<file path="config.mk">
export PLATFORM = sky130hd
export DESIGN_NAME = gnms_window
export DESIGN_NICKNAME = d
export VERILOG_FILES = /design/src/hdl/gnms_pkg.sv /design/src/hdl/gnms_window.sv
export SDC_FILE = /design/constraint.sdc
export NUM_CORES = 1
export LEC_CHECK = 0
export ABC_AREA = 1
export BUFFER_PORTS_ARGS = -buffer_cell sky130_fd_sc_hd__buf_2
export CAP_MARGIN = 10
export CORE_AREA = 2 2 167 169
export CTS_BUF_LIST = sky130_fd_sc_hd__clkbuf_4
export DETAILED_ROUTE_END_ITERATION = 10
export DIE_AREA = 0 0 169 171
export MAX_ROUTING_LAYER = met4
export PLACE_DENSITY = 0.52
export SYNTH_ARGS = -nofsm -noshare
export SYNTH_HDL_FRONTEND = slang
export SYNTH_SLANG_ARGS = --single-unit
</file>
<file path="constraint.sdc">
create_clock -name clock -period 3.85 [get_ports clock]
set_input_delay 0.5775 -clock clock [delete_from_list [all_inputs] [get_ports clock]]
set_output_delay 0.5775 -clock clock [all_outputs]
set_load 0.05 [all_outputs]
</file>
<file path="src/hdl/gnms_pkg.sv">
// ----------------------------------------------------------------------------
// gnms_pkg
// Shared types and constants of the gradient non-maximum suppression block.
// ----------------------------------------------------------------------------
package gnms_pkg;

   // Frame limits and derived widths
   localparam int MAX_WIDTH  = 1024;
   localparam int MAX_HEIGHT = 1024;
   localparam int COL_W      = $clog2(MAX_WIDTH);
   localparam int ROW_W      = $clog2(MAX_HEIGHT);
   localparam int DIM_W      = 11;

   // Payload widths
   localparam int MAG_W = 16;
   localparam int ANG_W = 15;

   // Configuration port
   localparam int CSR_ADDR_W = 2;
   localparam int CSR_DATA_W = 16;

   typedef enum logic [CSR_ADDR_W-1:0] {
      CSR_FRAME_WIDTH       = 2'd0,
      CSR_FRAME_HEIGHT      = 2'd1,
      CSR_DEFAULT_NEIGHBOUR = 2'd2
   } csr_index_type;

   // Reset values of the registers
   localparam logic [DIM_W-1:0] FRAME_WIDTH_RESET  = DIM_W'(640);
   localparam logic [DIM_W-1:0] FRAME_HEIGHT_RESET = DIM_W'(480);
   localparam logic [MAG_W-1:0] NEIGHBOUR_RESET    = MAG_W'(255);

   // Angle thresholds in Q3.12 radians, rounded to nearest
   localparam logic signed [ANG_W:0] ANG_PI  = 16'sd12868;
   localparam logic signed [ANG_W:0] ANG_22  = 16'sd1608;
   localparam logic signed [ANG_W:0] ANG_67  = 16'sd4825;
   localparam logic signed [ANG_W:0] ANG_112 = 16'sd8042;
   localparam logic signed [ANG_W:0] ANG_157 = 16'sd11259;

   // Quantized gradient direction
   typedef enum logic [2:0] {
      DIR_HORIZONTAL,
      DIR_DIAG_RISING,
      DIR_VERTICAL,
      DIR_DIAG_FALLING,
      DIR_NONE
   } direction_type;

   // One line buffer entry: two magnitude lines and the angle line
   typedef struct packed {
      logic [MAG_W-1:0] newer;
      logic [MAG_W-1:0] older;
      logic [ANG_W-1:0] angle;
   } line_entry_type;

   // New window column handed to the window stage
   typedef struct packed {
      logic             shift;
      logic [MAG_W-1:0] older;
      logic [MAG_W-1:0] newer;
      logic [MAG_W-1:0] mag;
      logic [ANG_W-1:0] angle;
   } window_column_type;

endpackage

</file>
<file path="src/hdl/gnms_window.sv">
// ----------------------------------------------------------------------------
// gnms_window
// 3x3 magnitude window and center angle; quantizes the direction and
// suppresses the center unless it is a local maximum along it.
// ----------------------------------------------------------------------------
module gnms_window (
   input  logic                          clock,
   input  logic                          reset,
   input  gnms_pkg::window_column_type   column,
   input  logic [gnms_pkg::MAG_W-1:0]    default_neighbour,
   output logic [gnms_pkg::MAG_W-1:0]    value
);
   import gnms_pkg::*;

   // Middle and right columns; the left column is read as the old middle
   logic [MAG_W-1:0] w01_ff, w02_ff, w11_ff, w12_ff, w21_ff, w22_ff;
   logic [ANG_W-1:0] ang_ff;

   logic signed [ANG_W:0] ang_ext;
   logic signed [ANG_W:0] ang_fold;
   direction_type         dir;
   logic [MAG_W-1:0]      center;
   logic [MAG_W-1:0]      nb_q;
   logic [MAG_W-1:0]      nb_r;

   // Shift the window left and load the new column
   always_ff @(posedge clock) begin
      if (reset) begin
         w01_ff <= '0;
         w02_ff <= '0;
         w11_ff <= '0;
         w12_ff <= '0;
         w21_ff <= '0;
         w22_ff <= '0;
         ang_ff <= '0;
      end else if (column.shift) begin
         w01_ff <= w02_ff;
         w02_ff <= column.older;
         w11_ff <= w12_ff;
         w12_ff <= column.newer;
         w21_ff <= w22_ff;
         w22_ff <= column.mag;
         ang_ff <= column.angle;
      end
   end

   // Fold the angle into [0, pi] and quantize it; angles outside [-pi, pi] give no direction
   always_comb begin
      ang_ext  = {ang_ff[ANG_W-1], ang_ff};
      ang_fold = (ang_ext < 0) ? ang_ext + ANG_PI : ang_ext;
      if (ang_fold < 0 || ang_fold > ANG_PI) begin
         dir = DIR_NONE;
      end else if (ang_fold < ANG_22 || ang_fold >= ANG_157) begin
         dir = DIR_HORIZONTAL;
      end else if (ang_fold < ANG_67) begin
         dir = DIR_DIAG_RISING;
      end else if (ang_fold < ANG_112) begin
         dir = DIR_VERTICAL;
      end else begin
         dir = DIR_DIAG_FALLING;
      end
   end

   // Pick the neighbours of the window as it stands after this shift
   always_comb begin
      center = w12_ff;
      unique case (dir)
         DIR_HORIZONTAL: begin
            nb_q = column.newer;
            nb_r = w11_ff;
         end
         DIR_DIAG_RISING: begin
            nb_q = w21_ff;
            nb_r = column.older;
         end
         DIR_VERTICAL: begin
            nb_q = w22_ff;
            nb_r = w02_ff;
         end
         DIR_DIAG_FALLING: begin
            nb_q = w01_ff;
            nb_r = column.mag;
         end
         default: begin
            nb_q = default_neighbour;
            nb_r = default_neighbour;
         end
      endcase
      value = (center >= nb_q && center >= nb_r) ? center : '0;
   end

endmodule
</file>
# Word level (Yosys, flattened, before mapping)
# Index checks and enable logic that the tools add are counted.
# classes
order_cmp	9
n_reduce_logical	4
eq_ne	3
addsub	1
n_mux	8
# ops
operator	count
$pmux W16 S4	2
$ge A16 B16 Y1	2
$lt A16 B14 Y1 const B	2
$mux W16	2
$add A15 B15 Y16 const B	1
$ge A16 B15 Y1 const B	1
$gt A16 B15 Y1 const B	1
$lt A16 B1 Y1 const B	1
$lt A16 B12 Y1 const B	1
$lt A15 B1 Y1 const B	1
$eq A3 B2 Y1 const B	2
$mux W2	2
$eq A3 B1 Y1 const B	1
$logic_not A3 Y1	1
$mux W3	1
$logic_or A1 B1 Y1	2
$logic_and A1 B1 Y1	1
$mux W1	1
# totals
ff_bits	111
output_inout_bits	16
inputBits	82

# Depth between registers and ports, before layout
# Gate-level depths: netlist (run 1).
# depth
depth_word	12
depth_mapped	33

# Least setup slack after synthesis (run 1)
# No wires, ideal clock.
# synth_timing
path_type	register to output
from	register ang_ff[2]
to	output value[10] (netlist bit)
stages_incl_launch_ff	31
arrival_ns	3.979
path_slack_ns	-0.707
path_cell_list	dfxtp_1 -> ha_1 -> nand3_1 -> nand2_1 -> nand3_1 -> nand3_1 -> nand2_2 -> nor2_1 -> inv_2 -> nor2_2 -> nand2_1 -> nand2_1 -> nand2_1 -> buf_6 -> buf_4 -> nor2_1 -> nor2_1 -> ha_1 -> inv_1 -> nand2_1 -> a21oi_1 -> o21ai_0 -> nand3_1 -> nand2_1 -> nand3_1 -> nand2_1 -> nand4_1 -> a21oi_1 -> o21ai_1 -> clkbuf_1 -> nor2_1
# synth_via
elab_chain_len	12
word_cells_on_any_way	25
classes_between	1 x add/sub; 9 x order compare; 3 x eq/ne; 8 x mux; 4 x reduce/logical
# synth_rtl
item	line	source
start: declaration	gnms_window.sv:17	logic [ANG_W-1:0] ang_ff;
start signal: assignment	gnms_window.sv:43	ang_ff <= column.angle;
$add A15 B15 Y16 / $lt A15 B1 Y1 (equally long branches)	gnms_window.sv:50	ang_fold = (ang_ext < 0) ? ang_ext + ANG_PI : ang_ext;
$mux W16 (*)	gnms_window.sv:50	
$lt A16 B14 Y1	gnms_window.sv:57	end else if (ang_fold < ANG_112) begin
$mux W1	gnms_window.sv:57	
$mux W2	gnms_window.sv:55	end else if (ang_fold < ANG_67) begin
$mux W2	gnms_window.sv:53	end else if (ang_fold < ANG_22 || ang_fold >= ANG_157) begin
$mux W3 (*)	gnms_window.sv:51	if (ang_fold < 0 || ang_fold > ANG_PI) begin
$eq A3 B2 Y1 (tied with other cells)	gnms_window.sv:67	unique case (dir)
$pmux W16 S4	gnms_window.sv:67	
$ge A16 B16 Y1	gnms_window.sv:89	value = (center >= nb_q && center >= nb_r) ? center : '0;
$logic_and A1 B1 Y1 (*)	gnms_window.sv:89	
$mux W16 (*)	gnms_window.sv:89	
end: declaration	gnms_window.sv:11	output logic [gnms_pkg::MAG_W-1:0] value
# Mark *: on every way between the ends. The rest lies on a longest branch, timed or not.

# Worst setup path in the final report (run 1)
# layout_timing
from	register ang_ff[2]
to	output value[4] (netlist bit)
# Same word-level chain as after synthesis.

==> summary by stage, run 1 <==
Status
The flow ran to the end, but the final reports show violations. The final reports fail on setup timing.

Floorplanning
The area of the placeable core is 27300 sq um. In this run the horizontal extent of the chip is 169 microns. The die area is 28900 sq um. The die outline height is 171 microns.

For this design the top-level I/O count stands at 98. The floorplan has 61 rows. The initial utilization of the core area, before any placement, comes to 0.245.

CTS
TritonCTS built the clock tree. In this run, CTS created clock tree buffers numbering 9. The clock tree synthesis step divided the H-tree into 3 levels.

The later pin in the worst-skew pair is clocked with a latency of 0.52 ns. The clock passes through at most 2 buffers. After clock tree synthesis, the clock-pin slew on the worst setup and hold paths is 0.20 ns. CTS placed an instance of clkbuf_4 at the clock tree root. The CTS sink count is 111.

Route
The post-detailed-route via-to-cell ratio is 4.89. The total wire length is 24100 microns. The via count is 7297.

The first detailed-routing pass took 5 iterations. In this run, the number of DRC markers left after iteration 0 of detailed routing was 591. The count of nets left with antenna violations once routing finished came out at 0.

Dividing the detail-routed wire length by the instance count gives 16.2 microns. After detailed routing, the number of remaining DRC violations is 0.

Critical path
The cell repeated most along the worst path is buf_12. The slowest stage of the critical path belongs to the cell dfxtp_4. In this run the critical register-to-register path is captured at ang_ff[11]. The startpoint type of the worst setup path is a register. Data arrives at the worst endpoint at 4.30 ns. The critical path data required time is 3.27 ns. The critical path is of the register to output port type. The delay of the slowest cell on the worst path is 0.42 ns.

The number of cells on the worst reg-to-reg path is 4. The worst setup path is captured at an output port. The slack of the worst reg-to-reg path is 2.87 ns.

In this run the worst path has a maximum fanout of 12. The beginning of the critical path is ang_ff[2]. The beginning of the worst register-to-register path is ang_ff[11].

Finish
The combined flip-flop and latch cell area is 2250 sq um. The commonest non-fill, non-tap cell in the layout is nand2_1. Summing all multi-input logic gate instances after layout gives 4400 sq um. In the final design database the tool counted 1255 nets. The final non-filler cell area is 9080 sq um. Of the cells placed in the final design, the portion with a size suffix greater than 1 is 0.292.

Measured on the finished design, the core utilization comes to 0.332. The area overhead of the layout relative to synthesis is 35.5%. Leaving out fill and tap cells, the most frequent cells in the layout are nand2_1 (219), nand3_1 (117), dfxtp_1 (101), nor2_1 (90), a21oi_1 (84). The count of placed standard cells in the final layout, fillers left out is 1493.

Counting the fill cells in the layout gives 2976.

Placement
The count of buffers added on input and output ports is 97. Detailed placement finished with a half-perimeter wire length of 17400 microns. The total placed instance area is 8220 sq um. The final weighted congestion in routability-driven placement is 0.937. The number of cells after detailed placement is 1459.

Synthesis
The proportion of synthesized chip area in sequential cells is 0.332. The synthesized netlist net count is 1120. For this run, the leading register cell type out of synthesis is dfxtp_1.

The number of enable-type register cells in the synthesized netlist is 0. The number of distinct library cells after synthesis is 29. Summing every instance area after synthesis gives 6700 sq um. The async set or reset register ratio after synthesis is 0.

Synthesis produced 1005 cells. Yosys printed 0 warnings. After synthesis the netlist holds a flip-flop and latch count of 111. The mean area per synthesized cell is 6.66 sq um.

Global route
The global-route wire length before repair is 38100 microns. For this run, the total global-route usage over all layers was measured as 0.173. After global routing the overflow that remains totals 0. The initial antenna violation count came to 2.

The number of global-route vias before repair was 6791. Entering global routing, the biggest net connects 93 pins.

Pwr
Of the total power, the share spent switching nets is 0.398. The post-route total power is 3240 uW. The static leakage power is 0.00384 uW. The share of total power in combinational logic is 0.413. The portion of total power attributed to sequential cells is 0.391. The internal power consumption is 1950 uW.

The peak supply drop is 0.143 mV. The clock group share of total power is 0.195. Power spread over the standard cell area amounts to 357 nW/um^2. In this run the power spent charging and discharging nets is 1290 uW.

STA
In this run the tightest slew margin relative to its limit is 0.326. The worst hold margin is 0.267 ns. Setup violations remaining at the end of the flow were counted as 16.

The final critical delay including setup and external delays is 4.88 ns. The final number of max-transition violations is 0. The number of endpoints with negative hold slack in the final report is 0.

Setup repair after global routing could not meet its margin everywhere. Of the available clock period, the critical path in the final layout requires 1.27. At the pin with the least slew margin, the transition time is 1.01 ns.

On the final layout, the worst clock skew is 0.0276 ns. Timing would allow up to 205 MHz. The final worst-path setup slack is -1.03 ns.

Worst hold path
The number of cells traversed by the worst hold path is 3. In this run the most critical hold path is launched from column[2]. The worst min-delay path class is input pin to register. The worst hold endpoint is ang_ff[2].

Job
Max-cap violations in this run came to 0.
[critical path: cells and delay by family, from the launching register on]
| kind | cells | cell delay [ns] |
|---|---|---|
| buffers and inverters | 6 | 0.87 |
| AOI/OAI and AO/OA | 2 | 0.19 |
| DFF | 1 | 0.42 |
| and+or+nand+nor | 14 | 1.60 |
| adders and majority gates | 2 | 0.45 |
| xor gates and xnor gates | 1 | 0.21 |
[metal layers]
layer / track usage / share of wire / vias up
li1: - / - / 3686
met1: 0.258 / 0.52 / 3382
met2: 0.240 / 0.41 / 205
met3: 0.0234 / 0.053 / 24
met4: 0.0468 / 0.016 / 0
met5: - / 0 / -
[area by class of cell]
cell class	count	share of cell area
inverters	58	0.0244
repair buffers	194	0.179
multi-input cells	766	0.485
clock buffers	9	0.00744
flip-flops and latches	111	0.248
well taps	346	0.0477
diodes	2	0.000551
clock inverters	7	0.00882
[power by group through the flow]
stage	Sequential (uW)	Clock, uW	Combinational, uW
6_report	1270	634	1340
5_1_grt	1280	691	1460
4_1_cts	1270	657	1310
3_5_place_dp	1290	0	1130
3_3_place_gp	1290	0	1130
2_1_floorplan	1270	0	707
[cells by family after synthesis]
| family | count (synthesis) | synth area share |
|---|---|---|
| adder cells (fa/ha/maj) | 33 | 0.0616 |
| AND/OR/NAND/NOR | 570 | 0.378 |
| buffers and inverters | 129 | 0.0833 |
| flip-flops | 111 | 0.332 |
| XOR/XNOR | 3 | 0.00392 |
| AO/OA/AOI/OAI | 159 | 0.142 |
[registers in the layout, summed over array words and instances, names as in the netlist]
| register | count |
|---|---|
| center | 16 |
| w11_ff | 16 |
| w01_ff | 16 |
| w21_ff | 16 |
| w02_ff | 16 |
| ang_ff | 15 |
| w22_ff | 16 |
[through the flow]
| stage | TNS [ns] | setup slack (ns) |
|---|---|---|
| global placement | -9.30 | -0.594 |
| detailed placement | -9.10 | -0.595 |
| finish | -16.08 | -1.03 |
| global route | -20.36 | -1.29 |
| CTS | -15.69 | -1.01 |
| floorplan | -2.08 | -0.165 |
[synthesized netlist by cell type (2+ instances only)]
cell / n / area, sq um
a211oi_1: 42 / 315
a21oi_1: 88 / 440
buf_1: 6 / 22.5
buf_2: 14 / 70.1
buf_4: 11 / 82.6
buf_6: 2 / 22.5
clkbuf_1: 38 / 143
dfxtp_1: 111 / 2220
ha_1: 33 / 413
inv_1: 54 / 203
inv_2: 4 / 15.0
nand2_1: 244 / 916
nand2_2: 4 / 25.0
nand3_1: 137 / 686
nand3_2: 7 / 70.1
nand3b_1: 2 / 15.0
nand4_1: 52 / 325
nor2_1: 115 / 432
nor2_2: 4 / 25.0
nor3_1: 3 / 15.0
o21ai_0: 7 / 35.0
o21ai_1: 3 / 15.0
o21bai_1: 17 / 128
xor2_1: 2 / 17.5
[worst max path at each step]
| stage | to | slack, ns | depth (start not counted) |
|---|---|---|---|
| floorplan | value[10] | -0.16 | 29 |
| global placement | value[0] | -0.59 | 25 |
| detailed placement | value[2] | -0.59 | 27 |
| CTS | value[4] | -1.01 | 31 |
| global route | value[4] | -1.29 | 34 |
| finish | value[4] | -1.03 | 25 |
[repair_timing]
item | CTS | global route
hold buffers | 0 | 0
resized for setup | 108 | 26
setup buffers | 9 | 1
cloned | 6 | 0
setup endpoints to repair | 16 | 16
pin swaps | 6 | 14
(Power assumes the default switching activity.)
==> run 2: changes to the inputs <==
--- a/config.mk
+++ b/config.mk
@@ -10,10 +10,12 @@
 export CAP_MARGIN = 10
 export CORE_AREA = 2 2 167 169
 export CTS_BUF_LIST = sky130_fd_sc_hd__clkbuf_4
+export CTS_CLUSTER_DIAMETER = 100
 export DETAILED_ROUTE_END_ITERATION = 10
 export DIE_AREA = 0 0 169 171
 export MAX_ROUTING_LAYER = met4
 export PLACE_DENSITY = 0.52
+export SKIP_LAST_GASP = 1
 export SYNTH_ARGS = -nofsm -noshare
 export SYNTH_HDL_FRONTEND = slang
 export SYNTH_SLANG_ARGS = --single-unit
==> run 2 against run 1 <==
The run still ends with setup timing left. Critical endpoint unchanged. Clock power about the same. Design area fell by 0.25%. Die area is the same. Sequential cell count unchanged. Setup slack better by 0.013 ns. Via count fell by 0.33%. Sequential share of layout area hardly changed. Fmax up 0.26%. Count of clock-buffer cells in the layout unchanged. Power shrank 0.10%. Utilization fell by 0.082 points.
==> summary by stage, run 2 (synthesis results as in run 1) <==
CTS
The TritonCTS clock tree is yes. The clock buffer count from CTS was 9 (unchanged). The clock tree buffer depth came to 2 (unchanged). The clock latency on the worst-skew pair is 0.52 ns (about the same). The number of H-tree levels came to 3 (unchanged). The CTS sink count was 111 (unchanged).

The clock tree root driver cell is clkbuf_4. The clock slew at the register clock pins of the worst setup and hold paths is 0.20 ns (about the same).

STA
Setup repair after global routing could not meet its margin everywhere. The final number of max-transition violations came to 0 (unchanged). The final worst-path setup slack is -1.02 ns (+0.0129 ns). The count of final setup violators was 16 (unchanged). The part of the cycle the worst path needs is 1.26 (-0.00334). The worst-case clock skew is 0.0283 ns (+0.000707 ns). The worst relative slew slack is 0.333 (+0.00734). The final critical delay including setup and external delays is 4.87 ns (-0.0129 ns). The number of endpoints with negative hold slack in the final report is 0 (unchanged). The top achievable clock speed is 205 MHz (+0.26%). The actual slew at the worst max-slew pin is 1.00 ns (-0.0110 ns).

Floorplanning
The row count is 61 (unchanged). The area of the placeable core is 27300 sq um (unchanged). The die boundary width was 169 microns (unchanged). The die area was 28900 sq um (unchanged). The die outline height is 171 microns (unchanged).

The number of placed I/O pins is 98 (unchanged). The starting density of the core is 0.245 (unchanged).

Finish
The library cells used most frequently in the layout, excluding fill and tap cells, are nand2_1 (221), nand3_1 (118), dfxtp_1 (101), nor2_1 (90), a21oi_1 (83). The utilization after layout is 0.331 (-0.000824). The area overhead of the layout relative to synthesis is 35.2%. The layout cell share with drive strength beyond 1 is 0.289 (-0.00262). The area used by multi-input combinational logic was 4380 sq um (-0.45%).

The commonest non-fill, non-tap cell in the layout is nand2_1. The fill cell total of the finished layout was 2982 (+0.20%). The count of placed standard cells in the final layout, fillers left out is 1493 (unchanged). The combined flip-flop and latch cell area was 2240 sq um (-0.11%). The final non-filler cell area is 9050 sq um (-0.25%). The final net count came to 1255 (unchanged).

Route
The total wire length is 24200 microns (+0.12%). The post-detailed-route via-to-cell ratio is 4.87 (-0.33%). The starting DRC count in detailed routing was 582 (-1.5%). The DRC violations left was 0 (unchanged). The first-pass iteration count of the detailed router is 7 (+2). The number of routed nets with antenna violations came to 0 (unchanged). The via count is 7273 (-0.33%). The routed length per instance is 16.2 microns (+0.12%).

Global route
The number of global-route vias before repair is 6794 (+0.044%). The largest net degree at the start of global routing is 93 (unchanged). The global-route wire length before repair was 38200 microns (+0.11%). The total congestion overflow after global routing was 0 (unchanged). The overall routing resource usage is 0.173 (about the same). The initial antenna violation count is 2 (unchanged).

Critical path
The delay of the slowest cell on the worst path came to 0.42 ns (about the same). The slowest stage of the critical path belongs to the cell dfxtp_4. The biggest fanout along the worst timing path is 12 (unchanged).

The cell that appears most often on the critical path is buf_12. The arrival time of the worst setup path is 4.29 ns (about the same). The critical path is of the register to output port type. The critical path data required time is 3.27 ns (about the same). The type of element capturing the critical path is an output port. The startpoint type of the worst setup path is a register.

Pwr
The static leakage power was 0.00384 uW (-0.14%). The post-route total power is 3240 uW (-0.10%). The power per cell area came to 358 nW/um^2 (+0.15%). The peak supply drop was 0.144 mV (+0.25%).

Placement
The number of cells after detailed placement was 1459 (unchanged). The detailed-placement wirelength estimate is 17400 microns (unchanged). The count of input and output buffers was 97 (unchanged). The minimum setup slack after placement is -0.595 ns (unchanged). The total placed instance area is 8220 sq um (unchanged). The final weighted congestion in routability-driven placement is 0.937 (unchanged).

Worst hold path
The worst min-delay path class is input pin to register.

Status
The flow ran to the end, but the final reports show violations. The final reports fail on setup timing.

Job
The number of max-capacitance violations reported is 0 (unchanged).
run 2: per-stage QoR:
stage	hold slack [ns]	TNS, ns
after floorplan	0.441	-2.08
after detailed placement	0.453	-9.10
after CTS	0.232	-15.89
final	0.268	-15.88
after global placement	0.448	-9.30
after global routing	0.226	-20.43
run 2: area by class of cell:
cell class / count / area share
Multi-Input combinational cell: 766 / 0.484
Sequential cell: 111 / 0.248
Timing Repair Buffer: 194 / 0.179
Tap cell: 346 / 0.0478
Inverter: 58 / 0.0245
Clock inverter: 7 / 0.00884
Clock buffer: 9 / 0.00746
Antenna cell: 2 / 0.000553
run 2: report_power, final:
part	internal [uW]	leakage, uW	switching [uW]
sequential	1210	0.000918	56.2
clock	157	0.0000765	478
combinational	583	0.00284	752
run 2: critical path, delay by kind of cell, from the launching register on:
family          cells  cell delay, ns
flops               1            0.42
fa+ha+maj           2            0.45
compound gates      1            0.07
simple gates       17            1.84
buf+inv             8            0.96
run 2: path summary, 6_finish.rpt:
kind	start	to	slack, ns	cells past startpoint
max	ang_ff[2]	value[4]	-1.02	28
min	column[2]	ang_ff[2]	0.27	3
max reg2reg	ang_ff[11]	ang_ff[11]	2.87	4
min reg2reg	w21_ff[15]	w21_ff[15]	0.48	2
run 2: what timing repair did:
item                       in CTS  in global routing
hold buffers                    0                  0
setup endpoints to repair      16                 16
gates cloned                    6                  0
resized for setup              96                 32
setup buffers                   9                  1
pin swaps                       6                 16
run 2: layer usage:
| layer | wire, microns | global-route usage | vias up |
|---|---|---|---|
| met5 | 0 | - | - |
| met4 | 360 | 0.0468 | 0 |
| met3 | 1320 | 0.0238 | 21 |
| met2 | 10000 | 0.240 | 187 |
| met1 | 12500 | 0.258 | 3380 |
| li1 | - | - | 3685 |
